**src/rtl/core/wemc_pkg.sv**
```systemverilog
// wemc_pkg: shared sizes, link types and control structs for the
// weighted_equalize_min_cost cell chain. No dependencies.
package wemc_pkg;

	// store depth, one cell per tower
	localparam int MAX_TOWERS = 64;

	localparam int H_W    = 16;
	localparam int C_W    = 16;
	localparam int PROD_W = H_W + C_W;
	// a sum of MAX_TOWERS products never exceeds this width
	localparam int ACC_W  = PROD_W + $clog2(MAX_TOWERS);
	localparam int COST_W = 40;
	localparam int WIDE_W = (ACC_W > COST_W) ? ACC_W : COST_W;
	// holds 0..MAX_TOWERS
	localparam int CNT_W  = $clog2(MAX_TOWERS + 1);

	// one tower as it moves along the chain
	typedef struct packed {
		logic           v;
		logic [H_W-1:0] h;
		logic [C_W-1:0] c;
	} tower_t;

	// per-cycle commands broadcast to every cell
	typedef struct packed {
		logic load;
		logic rotate;
		logic acc_clr;
		logic drain;
	} cell_ctl_t;

	// commands for the minimum scanner
	typedef struct packed {
		logic init;
		logic scan;
	} min_ctl_t;

endpackage

```
**src/rtl/core/wemc_min.sv**
```systemverilog
// wemc_min: scans the costs leaving the chain tail, keeps the least one and
// saturates it to the result width. Depends on wemc_pkg.
module wemc_min (
	input  logic                        clk,
	input  logic                        arst_n,
	input  wemc_pkg::min_ctl_t          ctl,
	input  logic                        tail_v,
	input  logic [wemc_pkg::ACC_W-1:0]  tail_acc,
	output logic [wemc_pkg::COST_W-1:0] best
);
	import wemc_pkg::*;

	localparam logic [WIDE_W-1:0] COST_MAX = WIDE_W'({COST_W{1'b1}});

	logic [ACC_W-1:0]  min_q;
	logic              have_q;
	logic [WIDE_W-1:0] wide_min;

	// running minimum over valid cells
	always_ff @(posedge clk) begin
		if (ctl.scan && tail_v && (!have_q || tail_acc < min_q)) begin
			min_q <= tail_acc;
		end
	end

	always_ff @(posedge clk or negedge arst_n) begin
		if (!arst_n) begin
			have_q <= 1'b0;
		end else if (ctl.init) begin
			have_q <= 1'b0;
		end else if (ctl.scan && tail_v) begin
			have_q <= 1'b1;
		end
	end

	// clamp to the result range
	assign wide_min = WIDE_W'(min_q);
	assign best     = (wide_min > COST_MAX) ? COST_W'(COST_MAX) : COST_W'(wide_min);

endmodule

```
**config.mk**
```make
export PLATFORM = sky130hd
export DESIGN_NAME = wemc_min
export DESIGN_NICKNAME = d
export VERILOG_FILES = /design/src/rtl/core/wemc_pkg.sv /design/src/rtl/core/wemc_min.sv
export SDC_FILE = /design/constraint.sdc
export NUM_CORES = 1
export LEC_CHECK = 0
export CAP_MARGIN = 25
export CORE_UTILIZATION = 26
export DETAILED_ROUTE_END_ITERATION = 8
export DONT_BUFFER_PORTS = 1
export GPL_ROUTABILITY_DRIVEN = 1
export PLACE_DENSITY = 0.43
export SETUP_SLACK_MARGIN = 0.05
export SLEW_MARGIN = 40
export SYNTH_ARGS = -nofsm -noshare
export SYNTH_HDL_FRONTEND = slang
export SYNTH_SLANG_ARGS = --single-unit
```
**constraint.sdc**
```tcl
create_clock -name clk -period 5.1 [get_ports clk]
set_input_delay 0.255 -clock clk [delete_from_list [all_inputs] [get_ports clk]]
set_output_delay 0.255 -clock clk [all_outputs]
set_load 0.01 [all_outputs]
```
After elaboration in Yosys (flattened, before gate mapping) --
Cells that the tools add are included.
Operators by class: order comparisons 2, mux-type cells 3, reduce and logical (&&, ||, !) cells 5
Operators by type and width (number):
- $gt 38x40->1 const B | 1
- $mux 40 | 1
- $lt 38x38->1 | 1
- $logic_and 1x1->1 | 2
- $mux 1 | 2
- $reduce_bool 2->1 | 1
- $logic_not 1->1 | 1
- $logic_or 1x1->1 | 1
Storage, ports and cells: register bits after elaboration 39, word-level logic and storage cells 12, input port bits 43

Longest topological paths before layout --
depth after elaboration 3, depth in mapped cells 8

Worst setup path after synthesis --
Ideal clock, no wire load.
path kind register to register, start point register min_q[27], end point register min_q[0], enable pin, setup time 437 ps, data required time 4663 ps, arrival 3241 ps, stages on the path, launching flop included 7, path buffers 0, setup slack 1422 ps, cell sequence edfxtp_1 > inv_1 > ha_1 > a21o_1 > a221o_1 > a211o_1 > a221oi_2
On the way: word-level cells in the longest chain between the ends 3
RTL lines:
- start: declaration | RTL line wemc_min.sv:15 | logic [ACC_W-1:0] min_q;
- start signal: assignment | RTL line wemc_min.sv:22 | min_q <= tail_acc;
- $lt 38x38->1 | RTL line wemc_min.sv:21 | if (ctl.scan && tail_v && (!have_q || tail_acc < min_q)) begin
- $logic_or 1x1->1 | RTL line wemc_min.sv:21
- $logic_and 1x1->1 | RTL line wemc_min.sv:21
Every way passes these cells. A chain may end at the register's enable or synchronous reset.

Final worst setup path --
start point register min_q[3], end point register min_q[16], enable pin
The elaborated chain is that of the path after synthesis.

==> impl_metrics.env <==
export IMPL_critical_path_cell_chain="inv_1 -> ha_1 -> a21o_1 -> a211oi_2 -> o21ai_1 -> a21oi_1 -> o211ai_1 -> a221oi_4 -> buf_4"
export IMPL_clk_latency_ns=0.29
export IMPL_fp_dieW_um=92.53
export IMPL_clock_fmax_ghz=0.3148
export IMPL_min_path_cells=1
export IMPL_area_growth_synth_to_final_pct=11.86
export IMPL_grt_usage_pct=10.24
export IMPL_grt_overflow=0
export IMPL_r2r_end="min_q[16]$_DFFE_PP_"
export IMPL_antenna_found_initial=0
export IMPL_hold_ws_ns=0.02229
export IMPL_synth_cell_types=25
export IMPL_min_to="have_q$_DFFE_PN0P_"
export IMPL_hold_violations=0
export IMPL_status="completed"
export IMPL_worstPathArrival_ns=3.12
export IMPL_reg2regPathDepth=9
export IMPL_r2r_start="min_q[3]$_DFFE_PP_"
export IMPL_ys_seq_area_share_pct=54.73
export IMPL_relSlewSlack_pct=60.09
export IMPL_criticalPathCategory="flip-flop to flip-flop"
export IMPL_n_fill_cell=809
export IMPL_wl_per_cell_um=15.00
export IMPL_finalSetupViolCount=0
export IMPL_htreeDepth=2
export IMPL_p_leak_uw=0.001067
export IMPL_final_util_pct=30.53
export IMPL_cp_slowest_cell="a221oi_4"
export IMPL_power_density_nw_per_um2=298.9
export IMPL_cts_resized_gates=0
export IMPL_via_per_inst=4.395
export IMPL_antenna_cells=0
export IMPL_cp_max_fo=30
export IMPL_post_route_cells_drive_above_1_share_pct=5.978
export IMPL_tns_ns=0
export IMPL_hold_buffers=1
export IMPL_syn_avg_cell_area_um2=12.18
export IMPL_syn_cell_area_um2=2131
export IMPL_totalWireLength_um=4290
export IMPL_port_buffers=0
export IMPL_numCtsBuffers=5
export IMPL_die_height_um=92.53
export IMPL_start_util_pct=27.29
export IMPL_cap_violations=0
export IMPL_gp_congestion=0.6800
export IMPL_critPathTopFamily="compound AO/OA/AOI/OAI gates"
export IMPL_drtIter0Drc=47
export IMPL_ant_nets=0
export IMPL_rsz0062_at_grt="no"
export IMPL_ff2ff_setup_slack_ns=1.92
export IMPL_grt_pass1_wl_um=6610
export IMPL_clkSinkCount=39
export IMPL_max_stage_delay_ns=0.62
export IMPL_yosys_warnings=0
export IMPL_clock_path_buffers=2
export IMPL_synth_edf_count=38
export IMPL_worstSetupEndpointType="flip-flop"
export IMPL_core_area_um2=7807
export IMPL_dr_pass1_iters=4
export IMPL_total_power_uw=712.3
export IMPL_final_nets=263
export IMPL_ir_worst_vdd_uv=126.2
export IMPL_hold_class="input port to flip-flop"
export IMPL_period_minus_slack_ns=3.176
export IMPL_max_slew_worst_pin_slew_ns=0.5986
export IMPL_cp_start_kind="flip-flop"
export IMPL_layout_worst_path_cycle_share_pct=62.28
export IMPL_syn_inst=175
export IMPL_cts_tree="done"
export IMPL_crit_required_ns=5.04
export IMPL_drc=0
export IMPL_vias=1257
export IMPL_place_hpwl_um=3341
export IMPL_post_cts_buffers=0
export IMPL_synth_async_reset_ratio_pct=2.564
export IMPL_rows=32
export IMPL_io_pins=83
export IMPL_die_area_um2=8562
export IMPL_cts_root_buf="clkbuf_8"
export IMPL_grt_max_degree=31
export IMPL_slew_viol_final=0
export IMPL_path_buf_inv=2
export IMPL_grt_pass1_vias=1300
export IMPL_clkTransAtPathRegs_ns=0.08
export IMPL_ys_flop_type="edfxtp_1"
export IMPL_clock_skew_ns=0.004400
export IMPL_ys_ff_latch=39
export IMPL_hp_start="ctl[1]"
[placed cells by master, fill, tap and decap left out, drive strengths merged]
master	netlist	routed
a221o	1	1
nor2	4	4
inv	37	37
clkinv	0	2
o21bai	1	1
nand2b	1	1
conb	1	2
clkbuf	0	5
a21oi	15	15
buf	2	1
dlygate4sd3	0	1
edfxtp	38	38
or3	1	1
o211ai	1	1
nand3	5	5
nor3	2	2
and2	1	1
nand2	7	7
o21ai	4	4
dfrtp	1	1
a21o	6	6
a211oi	2	2
a221oi	1	1
ha	37	37
a211o	1	1
nand4	6	6
bufinv	0	1
[cell type report]
type,count,area [µm²],area share [%]
clock buffer,5,68.82,2.887
tap,102,127.6,5.354
inverter,37,138.9,5.827
timing repair buffer,2,17.52,0.7349
sequential,39,1166,48.92
multi-input combinational,98,825.8,34.65
clock inverter,3,38.79,1.627
[state kept, by name, summed over array words and instances (netlist names)]
signal  cells
have_q      1
min_q      38
[worst max path at each step]
stage / slack (ns) / startpoint / to / depth (start not counted)
floorplan: 1.42 / min_q[27]$_DFFE_PP_ / min_q[0]$_DFFE_PP_ / 6
global placement: 1.94 / min_q[3]$_DFFE_PP_ / min_q[5]$_DFFE_PP_ / 9
detailed placement: 1.93 / min_q[3]$_DFFE_PP_ / min_q[35]$_DFFE_PP_ / 9
CTS: 1.88 / min_q[3]$_DFFE_PP_ / min_q[27]$_DFFE_PP_ / 9
global route: 1.77 / min_q[3]$_DFFE_PP_ / min_q[26]$_DFFE_PP_ / 9
finish: 1.92 / min_q[3]$_DFFE_PP_ / min_q[16]$_DFFE_PP_ / 9
[report_power, final]
part	internal [µW]	switching (µW)	total (µW)
clock network	143	115	258
logic	29.4	39.4	68.8
registers	370	15.7	386
[per-stage QoR]
step / area (µm²) / instances / worst slack, ns
finish: 2384 / 286 / 1.924
global route: 2384 / 286 / 1.766
CTS: 2384 / 286 / 1.879
detailed placement: 2266 / 277 / 1.926
global placement: 2266 / 277 / 1.941
floorplan: 2135 / 176 / 1.422
[cell usage after synthesis (2+ instances only)]
library cell,number,area (µm²)
a21o_1,6,45.04
a21oi_1,15,75.07
buf_4,2,15.01
edfxtp_1,38,1141
ha_1,37,462.9
inv_1,37,138.9
nand2_1,7,26.28
nand3_1,5,25.02
nand4_1,6,37.54
nor2_1,4,15.01
nor3_1,2,10.01
o21ai_0,3,15.01
[cell families (layout without fill, tap and decap cells)]
kind of cell | count (synthesis) | count (layout) | synth area share, %
DFF | 39 | 39 | 54.73
other | 1 | 2 | 0.1760
buffers and inverters | 39 | 47 | 7.222
AOI/OAI and AO/OA | 32 | 32 | 9.806
and+or+nand+nor | 27 | 27 | 6.342
adders and majority gates | 37 | 37 | 21.73
[routing by layer]
metal | global-route usage, % | share of wire [%] | wire, µm
met4 | 3.906 | 1.3 | 54
met3 | 4.598 | 9.7 | 415
met1 | 13.60 | 46 | 1979
met2 | 14.44 | 43 | 1840
met5 | 0 | 0 | 0
Note: power is estimated with default switching activity, not from simulation.
