--- src/rtl/core/wemc_pkg.sv ---
// wemc_pkg: shared sizes, link types and control structs for the
// weighted_equalize_min_cost cell chain. No dependencies.
package wemc_pkg;

	// store depth, one cell per tower
	localparam int MAX_TOWERS = 64;

	localparam int H_W    = 16;
	localparam int C_W    = 16;
	localparam int PROD_W = H_W + C_W;
	// a sum of MAX_TOWERS products never exceeds this width
	localparam int ACC_W  = PROD_W + $clog2(MAX_TOWERS);
	localparam int COST_W = 40;
	localparam int WIDE_W = (ACC_W > COST_W) ? ACC_W : COST_W;
	// holds 0..MAX_TOWERS
	localparam int CNT_W  = $clog2(MAX_TOWERS + 1);

	// one tower as it moves along the chain
	typedef struct packed {
		logic           v;
		logic [H_W-1:0] h;
		logic [C_W-1:0] c;
	} tower_t;

	// per-cycle commands broadcast to every cell
	typedef struct packed {
		logic load;
		logic rotate;
		logic acc_clr;
		logic drain;
	} cell_ctl_t;

	// commands for the minimum scanner
	typedef struct packed {
		logic init;
		logic scan;
	} min_ctl_t;

endpackage

--- src/rtl/core/wemc_cell.sv ---
// wemc_cell: one chain cell. Holds a stored tower, a circulating tower and the
// running cost of equalizing to its own height. Depends on wemc_pkg.
module wemc_cell (
	input  logic                       clk,
	input  logic                       arst_n,
	input  wemc_pkg::cell_ctl_t        ctl,
	input  wemc_pkg::tower_t           prev_own,
	input  wemc_pkg::tower_t           prev_strm,
	input  logic [wemc_pkg::ACC_W-1:0] prev_acc,
	output wemc_pkg::tower_t           own,
	output wemc_pkg::tower_t           strm,
	output logic [wemc_pkg::ACC_W-1:0] acc
);
	import wemc_pkg::*;

	logic [H_W-1:0]    own_h_q;
	logic [C_W-1:0]    own_c_q;
	logic              own_v_q;
	logic [H_W-1:0]    sh_q;
	logic [C_W-1:0]    sc_q;
	logic              sv_q;
	logic [PROD_W-1:0] prod_s1;
	logic              pv_s1;
	logic [ACC_W-1:0]  acc_q;
	logic [H_W-1:0]    diff;

	// distance between the circulating tower and our own height
	assign diff = (own_h_q >= sh_q) ? (own_h_q - sh_q) : (sh_q - own_h_q);

	// payload: stored tower, circulating tower, product and running sum
	always_ff @(posedge clk) begin
		if (ctl.load) begin
			own_h_q <= prev_own.h;
			own_c_q <= prev_own.c;
			sh_q    <= prev_own.h;
			sc_q    <= prev_own.c;
		end else if (ctl.rotate) begin
			sh_q <= prev_strm.h;
			sc_q <= prev_strm.c;
		end else if (ctl.drain) begin
			own_h_q <= prev_own.h;
			own_c_q <= prev_own.c;
		end
		prod_s1 <= PROD_W'(diff) * PROD_W'(sc_q);
		if (ctl.acc_clr) begin
			acc_q <= '0;
		end else if (pv_s1) begin
			acc_q <= acc_q + ACC_W'(prod_s1);
		end else if (ctl.drain) begin
			acc_q <= prev_acc;
		end
	end

	// valid bits
	always_ff @(posedge clk or negedge arst_n) begin
		if (!arst_n) begin
			own_v_q <= 1'b0;
			sv_q    <= 1'b0;
			pv_s1   <= 1'b0;
		end else begin
			if (ctl.load || ctl.drain) begin
				own_v_q <= prev_own.v;
			end
			if (ctl.load) begin
				sv_q <= prev_own.v;
			end else if (ctl.rotate) begin
				sv_q <= prev_strm.v;
			end
			pv_s1 <= ctl.rotate && sv_q && own_v_q;
		end
	end

	assign own  = '{v: own_v_q, h: own_h_q, c: own_c_q};
	assign strm = '{v: sv_q, h: sh_q, c: sc_q};
	assign acc  = acc_q;

endmodule

--- config.mk ---
export PLATFORM = sky130hd
export DESIGN_NAME = wemc_cell
export DESIGN_NICKNAME = d
export VERILOG_FILES = /design/src/rtl/core/wemc_pkg.sv /design/src/rtl/core/wemc_cell.sv
export SDC_FILE = /design/constraint.sdc
export NUM_CORES = 1
export LEC_CHECK = 0
export BUFFER_PORTS_ARGS = -buffer_cell sky130_fd_sc_hd__buf_4
export CAP_MARGIN = 5
export CELL_PAD_IN_SITES_DETAIL_PLACEMENT = 1
export CELL_PAD_IN_SITES_GLOBAL_PLACEMENT = 2
export CORE_MARGIN = 2
export CORE_UTILIZATION = 41
export DETAILED_ROUTE_END_ITERATION = 8
export GPL_ROUTABILITY_DRIVEN = 0
export GPL_TIMING_DRIVEN = 0
export PLACE_DENSITY_LB_ADDON = 0.15
export SLEW_MARGIN = 20
export SYNTH_ARGS = -nofsm -noshare
export SYNTH_HDL_FRONTEND = slang
export SYNTH_SLANG_ARGS = --single-unit
--- constraint.sdc ---
create_clock -name clk -period 26.6 [get_ports clk]
set_input_delay 5.32 -clock clk [delete_from_list [all_inputs] [get_ports clk]]
set_output_delay 5.32 -clock clk [all_outputs]
set_load 0.005 [all_outputs]
# Word level (Yosys, flattened, before mapping)
# Index checks and enable logic that the tools add are counted.
word_totals:
  register_bits: 137
  output_inout_bits: 104
  word_cells: 37
  in_bits: 110
classes:
  n_eq_ne: 1
  n_mux: 15
  reduce_logical: 7
  mul: 1
  addsub: 3
  magnitude_cmp: 1
op_table:
  columns: ["operator", "count"]
  rows:
  - ["$mux 16", 11]
  - ["$mux 38", 2]
  - ["$add 38x32->38", 1]
  - ["$mul 16x16->32", 1]
  - ["$sub 16x16->16", 2]
  - ["$ge 16x16->1", 1]
  - ["$reduce_bool 2->1", 3]
  - ["$logic_and 1x1->1", 2]
  - ["$mux 1", 2]
  - ["$ne 2x1->1 const B", 1]
  - ["$reduce_and 2->1", 1]
  - ["$logic_or 1x1->1", 1]

# Longest topological paths before layout
# Gate-level depths: netlist (run 1).
depth:
  depth_word: 3
  ltp_mapped: 35
  depth_no_buf: 32

# Worst setup path before layout (run 1)
# No wires, ideal clock.
synth_timing:
  path_kind: "register to register"
  start: "register own_h_q[0]"
  end: "register prod_s1[29]"
  path_buffers: 0
  path_stages_with_launch: 31
  setup_ps: 65
  path_slack_ps: 18183
  synth_period_minus_slack_ps: 8417
  t_arrival_ps: 8352
  required_ps: 26535
  path_cell_list: "edfxtp_1 > inv_1 > ha_1 > inv_1 > fa_1 > a21o_1 > a221oi_2 > a21oi_2 > o211a_4 > nor2_8 > mux2_2 > a211oi_4 > mux2_2 > fa_1 > fa_1 > inv_1 > fa_1 > fa_1 > fa_1 > inv_1 > fa_1 > inv_1 > ha_1 > and4_1 > and2_1 > a211o_1 > nand2_1 > a31oi_1 > a221o_1 > or4b_1 > nand4b_1"
synth_between:
  elab_chain_cells: 3
  elab_cells_between_ends: 5
  cone_classes: "2 x add/sub; 1 x mul; 1 x order compare; 1 x mux"
synth_rtl:
  columns: ["element", "line_no", "text"]
  rows:
  - ["start: declaration", "wemc_cell.sv:16", "logic [H_W-1:0] own_h_q;"]
  - ["start signal: assignment", "wemc_cell.sv:33", "own_h_q <= prev_own.h;"]
  - ["start signal: assignment", "wemc_cell.sv:41", "own_h_q <= prev_own.h;"]
  - ["$sub 16x16->16 or $ge 16x16->1 (tied branches)", "wemc_cell.sv:28", "assign diff = (own_h_q >= sh_q) ? (own_h_q - sh_q) : (sh_q - own_h_q);"]
  - ["$mux 16 (*)", "wemc_cell.sv:28", null]
  - ["$mul 16x16->32 (*)", "wemc_cell.sv:44", "prod_s1 <= PROD_W'(diff) * PROD_W'(sc_q);"]
  - ["end signal: assignment", "wemc_cell.sv:44", null]
  - ["end: declaration", "wemc_cell.sv:22", "logic [PROD_W-1:0] prod_s1;"]
# Every way passes the cells marked *; elsewhere a longest branch is shown, timed or not.
# A chain may end at the register's enable or synchronous reset.

# Worst setup path after layout (run 1)
# Ends and elaborated chain as after synthesis.

==> results of run 1 <==
[area by class of cell]
class / count / area (um2)
Fill cell: 5077 / 22190
Multi-Input combinational cell: 1433 / 13070
Sequential cell: 137 / 3398
Timing Repair Buffer: 212 / 1592
Inverter: 262 / 983.4
Tap cell: 585 / 732.0
Clock buffer: 23 / 511.7
Buffer: 116 / 499.2
Clock inverter: 9 / 107.6
[metrics by stage]
| stage | hold slack [ns] | area (um2) | instances |
|---|---|---|---|
| 4_1_cts | 0.5402 | 20880 | 2777 |
| 3_5_place_dp | 0.5310 | 20260 | 2745 |
| 2_1_floorplan | 0.4863 | 17930 | 1948 |
| 5_1_grt | 0.5535 | 20890 | 2777 |
| 3_3_place_gp | 0.5102 | 20250 | 2745 |
| 6_report | 0.5425 | 20890 | 2777 |
[layer usage]
| metal | up-vias | track usage | wire length, um | part of all wire |
|---|---|---|---|---|
| met5 | - | 0 | 0 | 0 |
| met4 | 0 | 0.07741 | 1248 | 0.021 |
| met3 | 60 | 0.04810 | 2971 | 0.051 |
| met2 | 387 | 0.4550 | 28190 | 0.48 |
| met1 | 7579 | 0.3385 | 25760 | 0.44 |
| li1 | 7051 | - | - | - |
[cells in the mapped netlist, types with 41 or more instances]
library cell,number
nor2_1,60
dfxtp_1,70
mux2_2,56
inv_1,261
a21o_1,42
clkbuf_1,83
nand2_1,186
edfxtp_1,64
a21oi_1,67
nor2b_1,43
fa_1,197
nand2b_1,41
and2_1,82
ha_1,167
[how the worst max path moves through the flow]
stage | start | to | slack (ns)
2_1_floorplan | own_h_q[0]$_DFFE_PP_ | prod_s1[29]$_DFF_P_ | 18.18
4_1_cts | own_h_q[0]$_DFFE_PP_ | prod_s1[29]$_DFF_P_ | 16.52
6_report | own_h_q[0]$_DFFE_PP_ | prod_s1[29]$_DFF_P_ | 16.54
5_1_grt | own_h_q[0]$_DFFE_PP_ | prod_s1[31]$_DFF_P_ | 15.94
3_3_place_gp | own_h_q[0]$_DFFE_PP_ | prod_s1[29]$_DFF_P_ | 16.63
3_5_place_dp | own_h_q[0]$_DFFE_PP_ | prod_s1[29]$_DFF_P_ | 16.56
[flip-flops by register name, summed over array words and instances (netlist names), 16 cells and up]
register	count
acc	38
own_c_q	16
own_h_q	16
sc_q	16
prod_s1	32
sh_q	16
[worst register-to-register path, delay by kind of cell (launching register included)]
family / cells / cell delay, ns
compound gates: 8 / 2.12
xor+xnor: 1 / 0.74
fa+ha+maj: 9 / 3.83
buf+inv: 10 / 1.51
flops: 1 / 0.43
mux: 1 / 0.24
simple gates: 6 / 1.15
[logic make-up after synthesis]
group	count (synthesis)	synth area share
DFF	137	0.1896
muxes	103	0.06302
AOI/OAI and AO/OA	330	0.1316
xor gates and xnor gates	59	0.02924
adders and majority gates	364	0.3365
and+or+nand+nor	577	0.1674
buffers and inverters	378	0.08271
==> impl_results.md, run 1 <==
- CTS resizes: 0
- Mapped Nets: 2422
- Core ar.: 43080 um2
- I/O Pins: 214
- Relative slew slack: 0.2665
- DIE WIDTH: 213.1 um
- YS warnings: 0
- Total of max-cap violations: 0
- Post-CTS Setup Bufs: 0
- CP top delay family: adder cells
- RR Endpoint: prod_s1[29]$_DFF_P_
- Global-route wire length before repair: 91.56 mm
- Hold_sp: own_v_q$_DFFE_PN0P_
- Most frequent cells in the layout: inv_1, buf_4, fa_1
- Proportion of layout cells with a drive suffix above 1: 0.1647
- GRT Residual Overflow: 0
- GRT Resource Usage Total: 0.2646
- First DRT Iteration DRCs: 747
- Max FO, Critical Path: 10
- Slew Limit Fails: 0
- Initial antenna violation count: 0
- Post-synthesis sequential area ratio: 0.1896
- Nets: 2653
- Yosys reg bits: 137
- Post-synth top flop: dfxtp_1
- Top cell type's share of synthesized area: 0.2200
- R2R cell count: 35
- Flop2flop setup slack: 16.54 ns
- Max stage delay on crit path: 0.74 ns
- CP max-delay cell: xor2_1
- Final Hold Viols: 0
- Via/cell ratio: 5.429
- DP HPWL: 48.73 mm
- Final setup violation count: 0
- Buffers on Ports: 212
- Vias in the first global route: 16.32k
- H-tree depth: 4
- Post-synth EDFFs: 64
- TritonCTS Sinks: 137
- Syn avg cell area: 9.203 um2
- Final clock skew: 0.01206 ns
- RSZ-0062 raised after global routing: no
- Worst setup margin: 16.54 ns
- Area grow syn2layout: 16.53%
- Clock transition at the registers of the reported paths: 0.06 ns
- Count of different cell masters after synthesis: 85
- Yosys top cell by area: fa_1
- Starting Density: 0.4162
- Fin util: 0.4850
- Status: completed
- Crit share post-route: 0.3783
- DRC Markers: 0
- CP required: 27.01 ns
- Largest net degree at the start of global routing: 33
- CTS tree: done
- Latest clock arrival within the worst-skew pair: 0.48 ns
- Vias: 15.08k
- Die Y: 213.1 um
- Pre-CTS WS: 16.56 ns
- # hold bufs at CTS: 0
- Asr flop ratio synth: 0.02190
- Commonest non-fill, non-tap cell in the layout: inv_1
- Fin Setup TNS: 0 ns
- Area contributors post-synth: fa_1, ha_1, edfxtp_1
- CP Launch Type: register
- Hold Path End: own_v_q$_DFFE_PN0P_
- Crit Path Class: register to register
- 1st-pass router iterations: 5
- TritonCTS buffer count: 17
- Arrival @ worst endpoint: 10.48 ns
- Clk buf depth: 2
- Worst path buffer plus inverter count: 10
- Total die area: 45410 um2
- Stages on worst setup path: 35
- Mapped Area: 17930 um2
- Worst r2r src: own_h_q[0]$_DFFE_PP_
- Avg WL per Cell: 20.95 um
- Min-Delay Path Class: register to register
- Worst-Margin Slew: 1.097 ns
- Synth Instances: 1948
- Max Clock Freq: 99.37 MHz
- Row count: 76
- Root buffer cell: clkbuf_16
- Hold Path Stages: 1
- ANT cells: 0
- Drt total wl: 58.17 mm
- Period minus WS final: 10.06 ns
- Endpoint class of the critical path: register
- Number of routed nets with antenna violations: 0
Power of run 1 is left out: the tool's default activity adds up to more than one toggle a clock period on the data nets, which glitch-free logic cannot reach.
==> inputs of run 2 (changes only) <==
--- a/config.mk
+++ b/config.mk
@@ -10,7 +10,7 @@
 export CELL_PAD_IN_SITES_DETAIL_PLACEMENT = 1
 export CELL_PAD_IN_SITES_GLOBAL_PLACEMENT = 2
 export CORE_MARGIN = 2
-export CORE_UTILIZATION = 41
+export CORE_UTILIZATION = 38
 export DETAILED_ROUTE_END_ITERATION = 8
 export GPL_ROUTABILITY_DRIVEN = 0
 export GPL_TIMING_DRIVEN = 0
==> constraint.sdc (replaced) <==
create_clock -name clk -period 9.65 [get_ports clk]
set_input_delay 1.93 -clock clk [delete_from_list [all_inputs] [get_ports clk]]
set_output_delay 1.93 -clock clk [all_outputs]
set_load 0.005 [all_outputs]
==> impl_results.md, run 2 (synthesis gave the netlist of run 1 again) <==
- Max Clock Freq: 107.5 MHz (+8.2%)
- Commonest non-fill, non-tap cell in the layout: inv_1
- DP HPWL: 48.90 mm (+0.35%)
- TritonCTS buffer count: 17 (unchanged)
- Clock transition at the registers of the reported paths: 0.07 ns (about the same)
- Final clock skew: 0.02179 ns (+0.009730 ns)
- Crit Path Class: register to register
- Largest net degree at the start of global routing: 33 (unchanged)
- # hold bufs at CTS: 0 (unchanged)
- Initial antenna violation count: 0 (unchanged)
- I/O Pins: 214 (unchanged)
- Slew Limit Fails: 0 (unchanged)
- DRC Markers: 0 (unchanged)
- Min-Delay Path Class: register to register
- Grt peak-use layer: met2
- Via/cell ratio: 5.343 (-1.6%)
- Avg WL per Cell: 20.88 um (-0.30%)
- Worst setup margin: 0.3510 ns (-16.19 ns)
- Pre-CTS WS: -0.5379 ns (-17.10 ns)
- Number of routed nets with antenna violations: 0 (unchanged)
- First DRT Iteration DRCs: 743 (-0.54%)
- Total die area: 48930 um2 (+7.7%)
- Max FO, Critical Path: 10 (unchanged)
- Area grow syn2layout: 18.55%
- Nets: 2668 (+0.57%)
- Clk buf depth: 2 (unchanged)
- Buffers on Ports: 212 (unchanged)
- GRT Resource Usage Total: 0.2399 (-0.02476)
- ANT cells: 0 (unchanged)
- Final setup violation count: 0 (unchanged)
- Endpoint class of the critical path: register
- Final Hold Viols: 0 (unchanged)
- Hold Slack: 0.5416 ns (-0.0009030 ns)
- Vias: 15.03k (-0.29%)
- Core ar.: 46560 um2 (+8.1%)
- Proportion of layout cells with a drive suffix above 1: 0.1794 (+0.01474)
- Status: completed
- M1 GR Usage: 0.3139 (-0.02463)
- Period minus WS final: 9.299 ns (-0.7649 ns)
- Die Y: 221.2 um (+3.8%)
- Relative slew slack: 0.4006 (+0.1341)
- Drt total wl: 58.77 mm (+1.0%)
- Arrival @ worst endpoint: 9.71 ns (-0.77 ns)
- Global-route wire length before repair: 91.74 mm (+0.19%)
- Most frequent cells in the layout: inv_1, buf_4, fa_1
- Most frequent CP cell: fa_1
- Row count: 79 (+3.9%)
- Max reg flops: 38 (unchanged)
- GRT Residual Overflow: 0 (unchanged)
- H-tree depth: 4 (unchanged)
- Met2 usage: 0.3990 (-0.05602)
- DIE WIDTH: 221.2 um (+3.8%)
- Vias in the first global route: 16.18k (-0.90%)
- Max stage delay on crit path: 0.57 ns (-0.17 ns)
- Worst-Margin Slew: 0.8851 ns (-0.2114 ns)
- CP required: 10.06 ns (-16.95 ns)
- 1st-pass router iterations: 5 (unchanged)
- CP Launch Type: register
- Starting Density: 0.3851 (-0.03110)
- TritonCTS Sinks: 137 (unchanged)
- Crit share post-route: 0.9636 (+0.5853)
- CTS tree: done
- Root buffer cell: clkbuf_16
- Total of max-cap violations: 0 (unchanged)
- Latest clock arrival within the worst-skew pair: 0.48 ns (about the same)
- Routing usage on met3: 0.04183 (-0.006268)
- CP max-delay cell: fa_1
[run 2: area by class of cell]
type                    count  area (um2)
plain buffers             116       518.0
clock buffers              21       504.2
clock inverters            11       102.6
fillers                  5342       25300
inverters                 262       983.4
multi-input cells        1433       13270
flip-flops and latches    137        3398
well taps                 607       759.5
repair buffers            227        1717
[run 2: worst paths after layout]
path	start	endpoint	slack [ns]	cells after the start
max	own_h_q[1]$_DFFE_PP_	prod_s1[29]$_DFF_P_	0.35	30
min	acc[35]$_SDFFE_PP0P_	acc[35]$_SDFFE_PP0P_	0.54	2
max reg2reg	own_h_q[1]$_DFFE_PP_	prod_s1[29]$_DFF_P_	0.35	30
min reg2reg	acc[35]$_SDFFE_PP0P_	acc[35]$_SDFFE_PP0P_	0.54	2
max in group asynchronous	arst_n	pv_s1$_DFF_PN0_	8.33	1
min in group asynchronous	arst_n	sv_q$_DFFE_PN0P_	1.23	1
[run 2: routing by layer]
layer  vias to the layer above  wire [um]
met5                         -          0
met4                         0       1572
met3                        67       2770
met2                       390      27870
met1                      7494      26560
li1                       7083          -
[run 2: critical path: cells and delay by family (launching register included)]
family          cells  cell delay [ns]
simple gates        7             1.48
compound gates      7             2.52
buf+inv             6             0.62
mux                 2             0.53
fa+ha+maj           8             3.63
flops               1             0.48
[run 2: what timing repair did]
action	CTS	global route
pin swaps	0	6
endpoints found under the hold margin	0	0
endpoints found under the setup margin	8	10
gates resized for setup	6	35
setup buffers	2	13
[run 2: per-stage QoR]
step	utilization	instances	instance area, um2	TNS, ns
floorplan	-	1948	17930	0
global placement	0.4356	2767	20280	-1.459
detailed placement	0.4362	2767	20310	-1.940
CTS	0.4503	2801	20970	0
global route	0.4565	2814	21250	-0.006366
finish	0.4565	2814	21250	0
Power of run 2 is left out for the same reason.
==> inputs of run 3 (changes only) <==
--- a/config.mk
+++ b/config.mk
@@ -13,7 +13,6 @@
 export CORE_UTILIZATION = 38
 export DETAILED_ROUTE_END_ITERATION = 8
 export GPL_ROUTABILITY_DRIVEN = 0
-export GPL_TIMING_DRIVEN = 0
 export PLACE_DENSITY_LB_ADDON = 0.15
 export SLEW_MARGIN = 20
 export SYNTH_ARGS = -nofsm -noshare
==> impl_results.md, run 3 (synthesis gave the netlist of run 1 again) <==
- Commonest non-fill, non-tap cell in the layout: inv_1
- Avg WL per Cell: 19.68 um (-5.8%)
- Max Clock Freq: 108.7 MHz (+1.1%)
- Relative slew slack: 0.2899 (-0.1107)
- Via/cell ratio: 5.350 (+0.13%)
- # hold bufs at CTS: 0 (unchanged)
- Nets: 2570 (-3.7%)
- DP HPWL: 42.61 mm (-13%)
- R2R cell count: 30 (unchanged)
- Arrival @ worst endpoint: 9.60 ns (-0.11 ns)
- Final Hold Viols: 0 (unchanged)
- Final setup violation count: 0 (unchanged)
- Fin cells: 2716 (-3.5%)
- CP Launch Type: register
- Number of routed nets with antenna violations: 0 (unchanged)
- Root buffer cell: clkbuf_16
- Largest net degree at the start of global routing: 64 (+94%)
- Vias: 14.53k (-3.4%)
- Pre-CTS WS: 0.4823 ns (+1.020 ns)
- Vias in the first global route: 15.79k (-2.4%)
- Die Y: 221.2 um (unchanged)
- Max reg flops: 38 (unchanged)
- Initial antenna violation count: 0 (unchanged)
- I/O Pins: 214 (unchanged)
- Most frequent cells in the layout: inv_1, buf_4, fa_1
- Number of fill cells: 5392 (+0.94%)
- Min-Delay Path Class: register to register
- Clk buf depth: 2 (unchanged)
- GRT Resource Usage Total: 0.2198 (-0.02004)
- Drt total wl: 53.45 mm (-9.1%)
- Post-CTS Setup Bufs: 0 (-2)
- DIE WIDTH: 221.2 um (unchanged)
- CTS resizes: 0 (-6)
- CP required: 10.05 ns (about the same)
- Clock transition at the registers of the reported paths: 0.06 ns (about the same)
- Worst setup margin: 0.4486 ns (+0.09754 ns)
- 1st-pass router iterations: 5 (unchanged)
- Row count: 79 (unchanged)
- Final clock skew: 0.01584 ns (-0.005953 ns)
- Worst r2r src: own_h_q[0]$_DFFE_PP_
- First DRT Iteration DRCs: 615 (-17%)
- Worst setup startpoint: own_h_q[0]$_DFFE_PP_
- Fin Setup TNS: 0 ns (unchanged)
- Total die area: 48930 um2 (unchanged)
- Max stage delay on crit path: 0.60 ns (+0.03 ns)
- Hold Path Stages: 2 (unchanged)
- Most frequent CP cell: fa_1
- DRC Markers: 0 (unchanged)
- Latest clock arrival within the worst-skew pair: 0.48 ns (about the same)
- FF+latch area: 3400 um2 (about the same)
- RSZ-0062 raised after global routing: no
- Crit Path Class: register to register
- Global-route wire length before repair: 85.92 mm (-6.3%)
- Proportion of layout cells with a drive suffix above 1: 0.1735 (-0.005887)
- TritonCTS Sinks: 137 (unchanged)
- GRT Residual Overflow: 0 (unchanged)
- Max FO, Critical Path: 16 (+6)
- CP max-delay cell: or3b_2
- Crit share post-route: 0.9535 (-0.01011)
- Endpoint class of the critical path: register
- Buffers on Ports: 213 (+0.47%)
- Total of max-cap violations: 0 (unchanged)
- Period minus WS final: 9.201 ns (-0.09754 ns)
- Status: completed
- H-tree depth: 4 (unchanged)
- Area grow syn2layout: 15.15%
- Placed Cells incl. Taps: 2684 (-3.0%)
- Slew Limit Fails: 0 (unchanged)
- Worst-Margin Slew: 1.065 ns (+0.1800 ns)
- Starting Density: 0.3851 (unchanged)
- ANT cells: 0 (unchanged)
- Area occupied by multi-input gates: 13050 um2 (-1.6%)
- Core ar.: 46560 um2 (unchanged)
- TritonCTS buffer count: 17 (unchanged)
- Hold_sp: acc[35]$_SDFFE_PP0P_
- CTS tree: done
-- run 3: cell count changes in the layout (fill, tap and decap cells not counted), moves of 4 or more --
cell      change
xor2_4        -4
xor2_1        +5
buf_1         -8
buf_2        -15
buf_6         -4
clkbuf_1     -79
buf_4        +15
mux2i_1       +6
-- run 3: worst paths after layout --
kind	slack [ns]	end
setup / recovery	0.45	prod_s1[29]$_DFF_P_
hold / removal	0.53	acc[35]$_SDFFE_PP0P_
setup reg to reg	0.45	prod_s1[29]$_DFF_P_
hold reg to reg	0.53	acc[35]$_SDFFE_PP0P_
max in group asynchronous	8.31	pv_s1$_DFF_PN0_
min in group asynchronous	1.24	sv_q$_DFFE_PN0P_
-- run 3: cell type report --
type | instances | share of cell area
Clock inverter | 13 | 0.008546
Tap cell | 607 | 0.03679
Clock buffer | 19 | 0.02097
Sequential cell | 137 | 0.1647
Multi-Input combinational cell | 1433 | 0.6323
Inverter | 262 | 0.04764
Timing Repair Buffer | 245 | 0.08910
-- run 3: through the flow --
step | util | instance area, um2 | hold WS [ns]
after global routing | 0.4434 | 20640 | 0.5581
after CTS | 0.4434 | 20640 | 0.5325
after detailed placement | 0.4303 | 20030 | 0.5252
after floorplan | - | 17930 | 0.4863
after global placement | 0.4303 | 20030 | 0.5038
final | 0.4434 | 20640 | 0.5292
-- run 3: critical path, delay by kind of cell (launching register included) --
| kind | cells | cell delay, ns |
|---|---|---|
| adder cells (fa/ha/maj) | 9 | 3.62 |
| AND/OR/NAND/NOR | 7 | 1.98 |
| AO/OA/AOI/OAI | 8 | 2.38 |
| flip-flops | 1 | 0.41 |
| multiplexers | 1 | 0.39 |
| buffers and inverters | 5 | 0.31 |
-- run 3: metal layers --
metal  part of all wire  track usage  vias up
li1                   -            -     6889
met1               0.46       0.2909     7283
met2               0.48       0.3685      307
met3              0.045      0.04196       51
met4              0.016      0.05651        0
met5                  0            0        -
Power of run 3 is left out for the same reason.
